File: src/sv/ers_pkg.sv
`timescale 1ns / 1ps

package ers_pkg;

    localparam logic [1:0] OP_START = 2'd0;
    localparam logic [1:0] OP_RESULT = 2'd1;
    localparam logic [1:0] OP_ABORT = 2'd2;

    localparam logic [2:0] PH_IDLE = 3'd0;
    localparam logic [2:0] PH_STEP1 = 3'd1;
    localparam logic [2:0] PH_STEP2 = 3'd2;
    localparam logic [2:0] PH_STEP3 = 3'd3;
    localparam logic [2:0] PH_SUCCESS = 3'd4;
    localparam logic [2:0] PH_ERROR = 3'd5;

    localparam logic [3:0] OC_NONE = 4'd0;
    localparam logic [3:0] OC_SUCCESS = 4'd1;
    localparam logic [3:0] OC_BAD_ARG = 4'd8;
    localparam logic [3:0] OC_FAILED = 4'd9;
    localparam logic [3:0] OC_BUSY = 4'd10;

    localparam logic [3:0] SO_OK = 4'd0;
    localparam logic [3:0] SO_IO_LAST = 4'd7;
    localparam logic [3:0] SO_FAILED = 4'd8;

    localparam logic [2:0] ACT_NONE = 3'd0;
    localparam logic [2:0] ACT_NEXT = 3'd1;
    localparam logic [2:0] ACT_RETRY = 3'd2;
    localparam logic [2:0] ACT_COMPLETE = 3'd3;
    localparam logic [2:0] ACT_FAIL = 3'd4;

    localparam logic [1:0] ST_OK = 2'd0;
    localparam logic [1:0] ST_INVALID = 2'd1;
    localparam logic [1:0] ST_BUSY = 2'd2;

    localparam logic [2:0] CFG_MAX_RETRIES_FIRST = 3'd0;
    localparam logic [2:0] CFG_MAX_RETRIES_SECOND = 3'd1;
    localparam logic [2:0] CFG_MAX_RETRIES_THIRD = 3'd2;
    localparam logic [2:0] CFG_USER_ID_LOWEST = 3'd3;
    localparam logic [2:0] CFG_USER_ID_HIGHEST = 3'd4;

    localparam logic [7:0] PERM_MIN = 8'd1;
    localparam logic [7:0] PERM_MAX = 8'd3;
    localparam logic [1:0] STEPS_MAX = 2'd3;

    typedef struct packed {
        logic [1:0]  operation;
        logic [15:0] user_number;
        logic [7:0]  access_level;
        logic [3:0]  sensor_outcome;
    } ers_in_t;

    typedef struct packed {
        logic [2:0]  next_action;
        logic [1:0]  start_status;
        logic [1:0]  step_command;
        logic [15:0] user_out;
        logic [1:0]  permission_out;
        logic [7:0]  retry_number;
        logic [3:0]  outcome_code;
        logic [2:0]  phase;
        logic [1:0]  steps_done;
    } ers_out_t;

    typedef struct packed {
        logic [7:0]  max_retries_first;
        logic [7:0]  max_retries_second;
        logic [15:0] user_id_lowest;
        logic [15:0] user_id_highest;
    } ers_cfg_t;

endpackage

File: src/sv/ers_cfg_regs.sv
`timescale 1ns / 1ps

module ers_cfg_regs
    import ers_pkg::*;
(
    input  logic        clk,
    input  logic        rst_n,
    input  logic        cfg_valid,
    output logic        cfg_ready,
    input  logic [2:0]  cfg_index,
    input  logic [15:0] cfg_data,
    output ers_cfg_t    cfg
);

    ers_cfg_t cfg_reg;
    ers_cfg_t cfg_next;

    assign cfg_ready = 1'b1;
    assign cfg = cfg_reg;

    always_comb
    begin
        cfg_next = cfg_reg;
        if (cfg_valid)
        begin
            case (cfg_index)
                CFG_MAX_RETRIES_FIRST:  cfg_next.max_retries_first = cfg_data[7:0];
                CFG_MAX_RETRIES_SECOND: cfg_next.max_retries_second = cfg_data[7:0];
                CFG_MAX_RETRIES_THIRD:  cfg_next = cfg_reg;
                CFG_USER_ID_LOWEST:     cfg_next.user_id_lowest = cfg_data;
                CFG_USER_ID_HIGHEST:    cfg_next.user_id_highest = cfg_data;
                default:                cfg_next = cfg_reg;
            endcase
        end
    end

    always_ff @(posedge clk or negedge rst_n)
    begin
        if (!rst_n)
        begin
            cfg_reg.max_retries_first <= 8'd3;
            cfg_reg.max_retries_second <= 8'd3;
            cfg_reg.user_id_lowest <= 16'd1;
            cfg_reg.user_id_highest <= 16'hFFFF;
        end
        else
        begin
            cfg_reg <= cfg_next;
        end
    end

endmodule

File: src/sv/enrollment_retry_sequencer_top.sv
`timescale 1ns / 1ps

// Enrollment sequencer: each event item is latched into an input register and then,
// once the result register can take it, evaluated against the phase, retry and user
// state in combinational logic that writes the new state and the result register.
// One item per clock is sustained while result_stall is low; the result register
// loads when the latched item is evaluated, and the state update at that same edge
// is what sets that rate. Retry limits and user id range come from the configuration
// port, which accepts a write in every cycle.
module enrollment_retry_sequencer_top
    import ers_pkg::*;
(
    input  logic        clk,
    input  logic        rst_n,
    input  logic        item_valid,
    output logic        item_stall,
    input  ers_in_t     item,
    output logic        result_valid,
    input  logic        result_stall,
    output ers_out_t    result,
    input  logic        cfg_valid,
    output logic        cfg_ready,
    input  logic [2:0]  cfg_index,
    input  logic [15:0] cfg_data
);

    ers_cfg_t cfg;

    logic     s1_valid_reg;
    ers_in_t  s1_item_reg;
    logic     out_valid_reg;
    ers_out_t out_item_reg;
    ers_out_t out_item_next;
    logic     out_advance;
    logic     fire;

    logic [2:0]  phase_reg, phase_next;
    logic [3:0]  outcome_reg, outcome_next;
    logic [15:0] user_reg, user_next;
    logic [1:0]  permission_reg, permission_next;
    logic [1:0]  steps_done_reg, steps_done_next;
    logic [7:0]  retry_first_reg, retry_first_next;
    logic [7:0]  retry_second_reg, retry_second_next;

    logic        active;
    logic [7:0]  retry_cur;
    logic [7:0]  retry_lim;
    logic [7:0]  retry_inc;

    ers_cfg_regs u_cfg (
        .clk       (clk),
        .rst_n     (rst_n),
        .cfg_valid (cfg_valid),
        .cfg_ready (cfg_ready),
        .cfg_index (cfg_index),
        .cfg_data  (cfg_data),
        .cfg       (cfg)
    );

    assign out_advance = !out_valid_reg || !result_stall;
    assign item_stall = s1_valid_reg && !out_advance;
    assign fire = s1_valid_reg && out_advance;
    assign result_valid = out_valid_reg;
    assign result = out_item_reg;

    assign active = (phase_reg == PH_STEP1) || (phase_reg == PH_STEP2)
                    || (phase_reg == PH_STEP3);
    assign retry_cur = (phase_reg == PH_STEP1) ? retry_first_reg : retry_second_reg;
    assign retry_lim = (phase_reg == PH_STEP1) ? cfg.max_retries_first
                                               : cfg.max_retries_second;
    assign retry_inc = retry_cur + 8'd1;

    always_comb
    begin
        phase_next = phase_reg;
        outcome_next = outcome_reg;
        user_next = user_reg;
        permission_next = permission_reg;
        steps_done_next = steps_done_reg;
        retry_first_next = retry_first_reg;
        retry_second_next = retry_second_reg;
        out_item_next = '0;

        case (s1_item_reg.operation)
            OP_START:
            begin
                if (active)
                begin
                    outcome_next = OC_BUSY;
                    out_item_next.start_status = ST_BUSY;
                end
                else if (s1_item_reg.user_number < cfg.user_id_lowest
                         || s1_item_reg.user_number > cfg.user_id_highest
                         || s1_item_reg.access_level < PERM_MIN
                         || s1_item_reg.access_level > PERM_MAX)
                begin
                    outcome_next = OC_BAD_ARG;
                    out_item_next.start_status = ST_INVALID;
                end
                else
                begin
                    phase_next = PH_STEP1;
                    outcome_next = OC_NONE;
                    user_next = s1_item_reg.user_number;
                    permission_next = s1_item_reg.access_level[1:0];
                    steps_done_next = 2'd0;
                    retry_first_next = 8'd0;
                    retry_second_next = 8'd0;
                end
            end
            OP_RESULT:
            begin
                if (active)
                begin
                    out_item_next.user_out = user_reg;
                    out_item_next.permission_out = permission_reg;
                    if (s1_item_reg.sensor_outcome == SO_OK)
                    begin
                        if (steps_done_reg != STEPS_MAX)
                        begin
                            steps_done_next = steps_done_reg + 2'd1;
                        end
                        if (phase_reg == PH_STEP3)
                        begin
                            phase_next = PH_SUCCESS;
                            outcome_next = OC_SUCCESS;
                            out_item_next.next_action = ACT_COMPLETE;
                        end
                        else
                        begin
                            phase_next = phase_reg + 3'd1;
                            outcome_next = OC_NONE;
                            out_item_next.next_action = ACT_NEXT;
                            out_item_next.step_command = phase_next[1:0];
                        end
                    end
                    else if (s1_item_reg.sensor_outcome == SO_FAILED
                             && phase_reg != PH_STEP3 && retry_cur < retry_lim)
                    begin
                        if (phase_reg == PH_STEP1)
                        begin
                            retry_first_next = retry_inc;
                        end
                        else
                        begin
                            retry_second_next = retry_inc;
                        end
                        out_item_next.next_action = ACT_RETRY;
                        out_item_next.step_command = phase_reg[1:0];
                        out_item_next.retry_number = retry_inc;
                    end
                    else
                    begin
                        phase_next = PH_ERROR;
                        outcome_next = (s1_item_reg.sensor_outcome <= SO_IO_LAST)
                                       ? s1_item_reg.sensor_outcome + 4'd1 : OC_FAILED;
                        out_item_next.next_action = ACT_FAIL;
                    end
                end
            end
            OP_ABORT:
            begin
                phase_next = PH_IDLE;
                outcome_next = OC_NONE;
                user_next = 16'd0;
                permission_next = 2'd0;
                steps_done_next = 2'd0;
                retry_first_next = 8'd0;
                retry_second_next = 8'd0;
            end
            default:
            begin
                phase_next = phase_reg;
            end
        endcase

        out_item_next.outcome_code = outcome_next;
        out_item_next.phase = phase_next;
        out_item_next.steps_done = steps_done_next;
    end

    always_ff @(posedge clk or negedge rst_n)
    begin
        if (!rst_n)
        begin
            s1_valid_reg <= 1'b0;
            out_valid_reg <= 1'b0;
            phase_reg <= PH_IDLE;
            outcome_reg <= OC_NONE;
            user_reg <= 16'd0;
            permission_reg <= 2'd0;
            steps_done_reg <= 2'd0;
            retry_first_reg <= 8'd0;
            retry_second_reg <= 8'd0;
        end
        else
        begin
            if (out_advance)
            begin
                out_valid_reg <= s1_valid_reg;
            end
            if (!item_stall)
            begin
                s1_valid_reg <= item_valid;
            end
            if (fire)
            begin
                phase_reg <= phase_next;
                outcome_reg <= outcome_next;
                user_reg <= user_next;
                permission_reg <= permission_next;
                steps_done_reg <= steps_done_next;
                retry_first_reg <= retry_first_next;
                retry_second_reg <= retry_second_next;
            end
        end
    end

    always_ff @(posedge clk)
    begin
        if (item_valid && !item_stall)
        begin
            s1_item_reg <= item;
        end
        if (fire)
        begin
            out_item_reg <= out_item_next;
        end
    end

    // idle is only ever entered through a full clear
    assert property (@(posedge clk) disable iff (!rst_n)
        phase_reg == PH_IDLE |-> steps_done_reg == 2'd0 && user_reg == 16'd0)
        else $error("idle phase with leftover enrollment state");

    assert property (@(posedge clk) disable iff (!rst_n)
        phase_reg == PH_SUCCESS |-> steps_done_reg == STEPS_MAX)
        else $error("success reached without three steps");

    assert property (@(posedge clk) disable iff (!rst_n)
        item_stall |-> s1_valid_reg && out_valid_reg && result_stall)
        else $error("input stalled while pipeline can move");

    assert property (@(posedge clk) disable iff (!rst_n)
        out_valid_reg && out_item_reg.next_action == ACT_RETRY
        |-> out_item_reg.retry_number != 8'd0 && out_item_reg.step_command != 2'd0)
        else $error("retry result without count or step");

    assert property (@(posedge clk) disable iff (!rst_n)
        fire |=> out_valid_reg)
        else $error("evaluated item lost before result register");

endmodule

File: config.mk
export PLATFORM = sky130hd
export DESIGN_NAME = enrollment_retry_sequencer_top
export DESIGN_NICKNAME = d
export VERILOG_FILES = /design/src/sv/ers_pkg.sv /design/src/sv/ers_cfg_regs.sv /design/src/sv/enrollment_retry_sequencer_top.sv
export SDC_FILE = /design/constraint.sdc
export NUM_CORES = 1
export LEC_CHECK = 0
export ABC_AREA = 1
export BUFFER_PORTS_ARGS = -buffer_cell sky130_fd_sc_hd__buf_2
export CORE_MARGIN = 2
export CORE_UTILIZATION = 63
export CTS_CLUSTER_DIAMETER = 40
export DETAILED_ROUTE_END_ITERATION = 10
export GPL_ROUTABILITY_DRIVEN = 0
export GPL_TIMING_DRIVEN = 1
export PLACE_DENSITY = 0.86
export SLEW_MARGIN = 20
export SYNTH_ARGS = -nofsm -noshare
export SYNTH_HDL_FRONTEND = slang
export SYNTH_SLANG_ARGS = --single-unit
File: constraint.sdc
create_clock -name clk -period 8.07 [get_ports clk]
set_clock_uncertainty 0.2 [all_clocks]
set_input_delay 0.4035 -clock clk [delete_from_list [all_inputs] [get_ports clk]]
set_output_delay 0.4035 -clock clk [all_outputs]
set_load 0.05 [all_outputs]
==> metrics.cfg <==
[job]
drv_cap = 0

[detailed_routing]
dr.pass1.iters = 5
top_layer_used = met4
vias = 6042
drtAntennaViolNets = 0
route.met3.wl_um = 1110
route.detailed.drc = 0
totalWireLength_um = 17600
wl_per_cell_um = 15.7
route.met2.wl_um = 8520
via_per_inst = 5.37
met1_length_um = 7580
drtIter0Drc = 582

[yosys]
synth_fp_nets = 903
synth_area_leaders = edfxtp_1 (27%), dfrtp_1 (22%), nand2_1 (8.3%)
ys_types = 51
ys_ff_latch = 165
ys_warn_count = 0
synth.cell_area_um2 = 8010
yosysSeqAreaShare_pct = 56.4
synthCells = 804
synth_top_area_share_pct = 27.0
avgSynthCellArea_um2 = 9.96
synth_top_area_cell = edfxtp_1

[final_layout]
fin_util_pct = 76.6
largest_register_ffs = 48
syn_to_final_growth_pct = 19.8
multiInputGateArea_um2 = 2920
seqCellArea_um2 = 4520
fillerInstances = 856
fin_area_um2 = 9590
final_nets = 1039
drive_gt1_share_pct = 23.8
num_antenna_cells = 0

[pwr]
intPower_mw = 1.71
power_frac_seq_pct = 42.8
switching_share_pct = 32.3
leakagePower_nw = 4.45
combPwrFrac_pct = 24.7
irDropWorstVdd_uv = 190
p_clk_share_pct = 32.5
power.density_nw_per_um2 = 263
switchingPower_mw = 0.814

[hold_path]
hp-class = primary input to register

[floorplanning]
start_util_pct = 64.0
die_y_um = 117
coreArea_um2 = 12500
io_pins = 99
die-area_um2 = 13600
rows = 41
fp.dieW_um = 117

[cts]
cts.reportedPaths.clkPinSlew_ps = 60
cts_root_buf = clkbuf_16
cts_buffers = 17
cts_sinks = 165
cts_buffer_depth = 2
post-cts-setup-buffers = 0
cts_max_level = 4
worstSkewPairLatency_ps = 430
cts_tree = yes

[placed_design]
placed_area_um2 = 8630
numPortBuffers = 97
pre_cts_ws_ps = 4330
hpwl_um = 11800

[run_status]
outcome = finished clean

[timing]
worst_slew_pin_slew_ps = 988
rsz0062_at_grt = false
drv_slew = 0
fmax_mhz = 265
max_slew_margin_pct = 33.9
hold_viol = 0
finalSetupTns_ps = 0
period_share_pct = 46.8
setup_ws_ps = 4290
fin_crit_ps = 3780
setup_viol_count_final = 0

[worst_setup_path]
endpoint_kind = register
worstPathMaxFanout = 24
startpoint_type = register
rrSetupSlack_ps = 4290
worstPathRequired_ps = 8180
arrival_ps = 3890
worstSetupPathType = register to register

[global_route]
antenna_found_initial = 0
grt_pass1_wl_um = 28500
overflow = 0
grt_max_degree = 60
track_usage_pct = 27.9
grt_pass1_vias = 5876

cell type report:
| class | count | area share [%] |
|---|---|---|
| Clock inverter | 12 | 1.58 |
| Inverter | 122 | 4.83 |
| Timing Repair Buffer | 137 | 9.15 |
| Multi-Input combinational cell | 497 | 30.5 |
| Sequential cell | 165 | 47.1 |
| Clock buffer | 20 | 4.66 |
| Tap cell | 172 | 2.24 |
placed cells by master, fill, tap and decap left out, drive strengths merged, types with 4 or more instances in the layout:
| cell | n |
|---|---|
| dfstp | 21 |
| nand3 | 25 |
| ha | 45 |
| nand2 | 199 |
| nand4 | 6 |
| o21ai | 101 |
| nor2 | 54 |
| a31oi | 4 |
| clkinv | 7 |
| nor3 | 4 |
| buf | 101 |
| xor2 | 4 |
| edfxtp | 72 |
| dfrtp | 72 |
| or2 | 6 |
| inv | 122 |
| dlygate4sd3 | 36 |
| clkbuf | 20 |
| mux2i | 7 |
| a21oi | 22 |
critical path: stages, from the launching register on:
cell,delay [ps]
dfrtp_1,410
inv_1,110
ha_1,260
nand2_4,310
inv_2,70
or2_2,270
o21ai_0,100
inv_1,90
ha_1,350
a21oi_1,150
nand3_1,80
a31oi_1,360
nand2_4,180
o31ai_4,210
nand2_2,280
nand2_2,160
o21ai_2,60
what timing repair did:
action / CTS / global route
endpoints found under the setup margin: 0 / 0
endpoints found under the hold margin: 54 / 0
hold buffers: 36 / 0
gates resized for setup: 0 / 0
power by group through the flow:
stage          clock [mW]  combinational, mW  sequential [mW]
6_report            0.819              0.624             1.08
4_1_cts             0.826              0.620             1.08
3_3_place_gp            0              0.577             1.09
5_1_grt             0.858              0.699             1.09
3_5_place_dp            0              0.600             1.09
2_1_floorplan           0              0.382             1.15
worst paths after layout:
check | from | endpoint | depth (start not counted)
min in group asynchronous | rst_n | u_cfg.cfg[34] | 2
hold / removal | cfg_data[13] | u_cfg.cfg[13] | 3
max in group asynchronous | rst_n | outcome_reg[2] | 3
setup reg to reg | phase_reg[1] | retry_first_reg[6] | 16
setup / recovery | phase_reg[1] | retry_first_reg[6] | 16
hold reg to reg | u_cfg.cfg[42] | u_cfg.cfg[42] | 2
through the flow:
step | hold slack (ps) | cells | power, mW
floorplan | -92.1 | 804 | 1.53
global placement | 178 | 1057 | 1.66
detailed placement | 183 | 1057 | 1.69
CTS | 3.12 | 1125 | 2.52
global route | 21.4 | 1125 | 2.65
finish | 10.7 | 1125 | 2.52
per-layer routing:
| layer | up-vias | global-route usage (%) |
|---|---|---|
| li1 | 2915 | - |
| met3 | 43 | 5.03 |
| met2 | 248 | 45.2 |
| met5 | - | 0 |
| met4 | 0 | 12.2 |
| met1 | 2836 | 37.2 |
cells in the mapped netlist (all sizes together):
| master | count |
|---|---|
| dfstp | 21 |
| nand2 | 199 |
| clkbuf | 11 |
| and2 | 2 |
| o211a | 1 |
| nand3b | 3 |
| buf | 9 |
| a21oi | 22 |
| nand3 | 25 |
| nor4 | 3 |
| a31oi | 4 |
| xnor2 | 1 |
| xor2 | 4 |
| a311oi | 1 |
| nand4 | 6 |
| o21a | 2 |
| nor2 | 54 |
| clkinv | 3 |
| or2 | 6 |
| ha | 45 |
| o22ai | 1 |
| conb | 1 |
| o31ai | 2 |
| a211oi | 1 |
| mux2i | 7 |
| edfxtp | 72 |
| o211ai | 2 |
| dfrtp | 72 |
| inv | 119 |
| nor3 | 4 |
| o21ai | 101 |
kinds of logic (layout without fill, tap and decap cells):
kind of cell,after synthesis,after routing,synth area share (%)
adder cells (fa/ha/maj),45,45,7.03
flip-flops,165,165,56.4
AND/OR/NAND/NOR,302,302,17.3
AO/OA/AOI/OAI,137,137,10.6
buffers and inverters,142,291,7.26
multiplexers,7,7,0.875
other,1,1,0.0468
XOR/XNOR,5,5,0.547
Power figures use the tool's default switching activity.
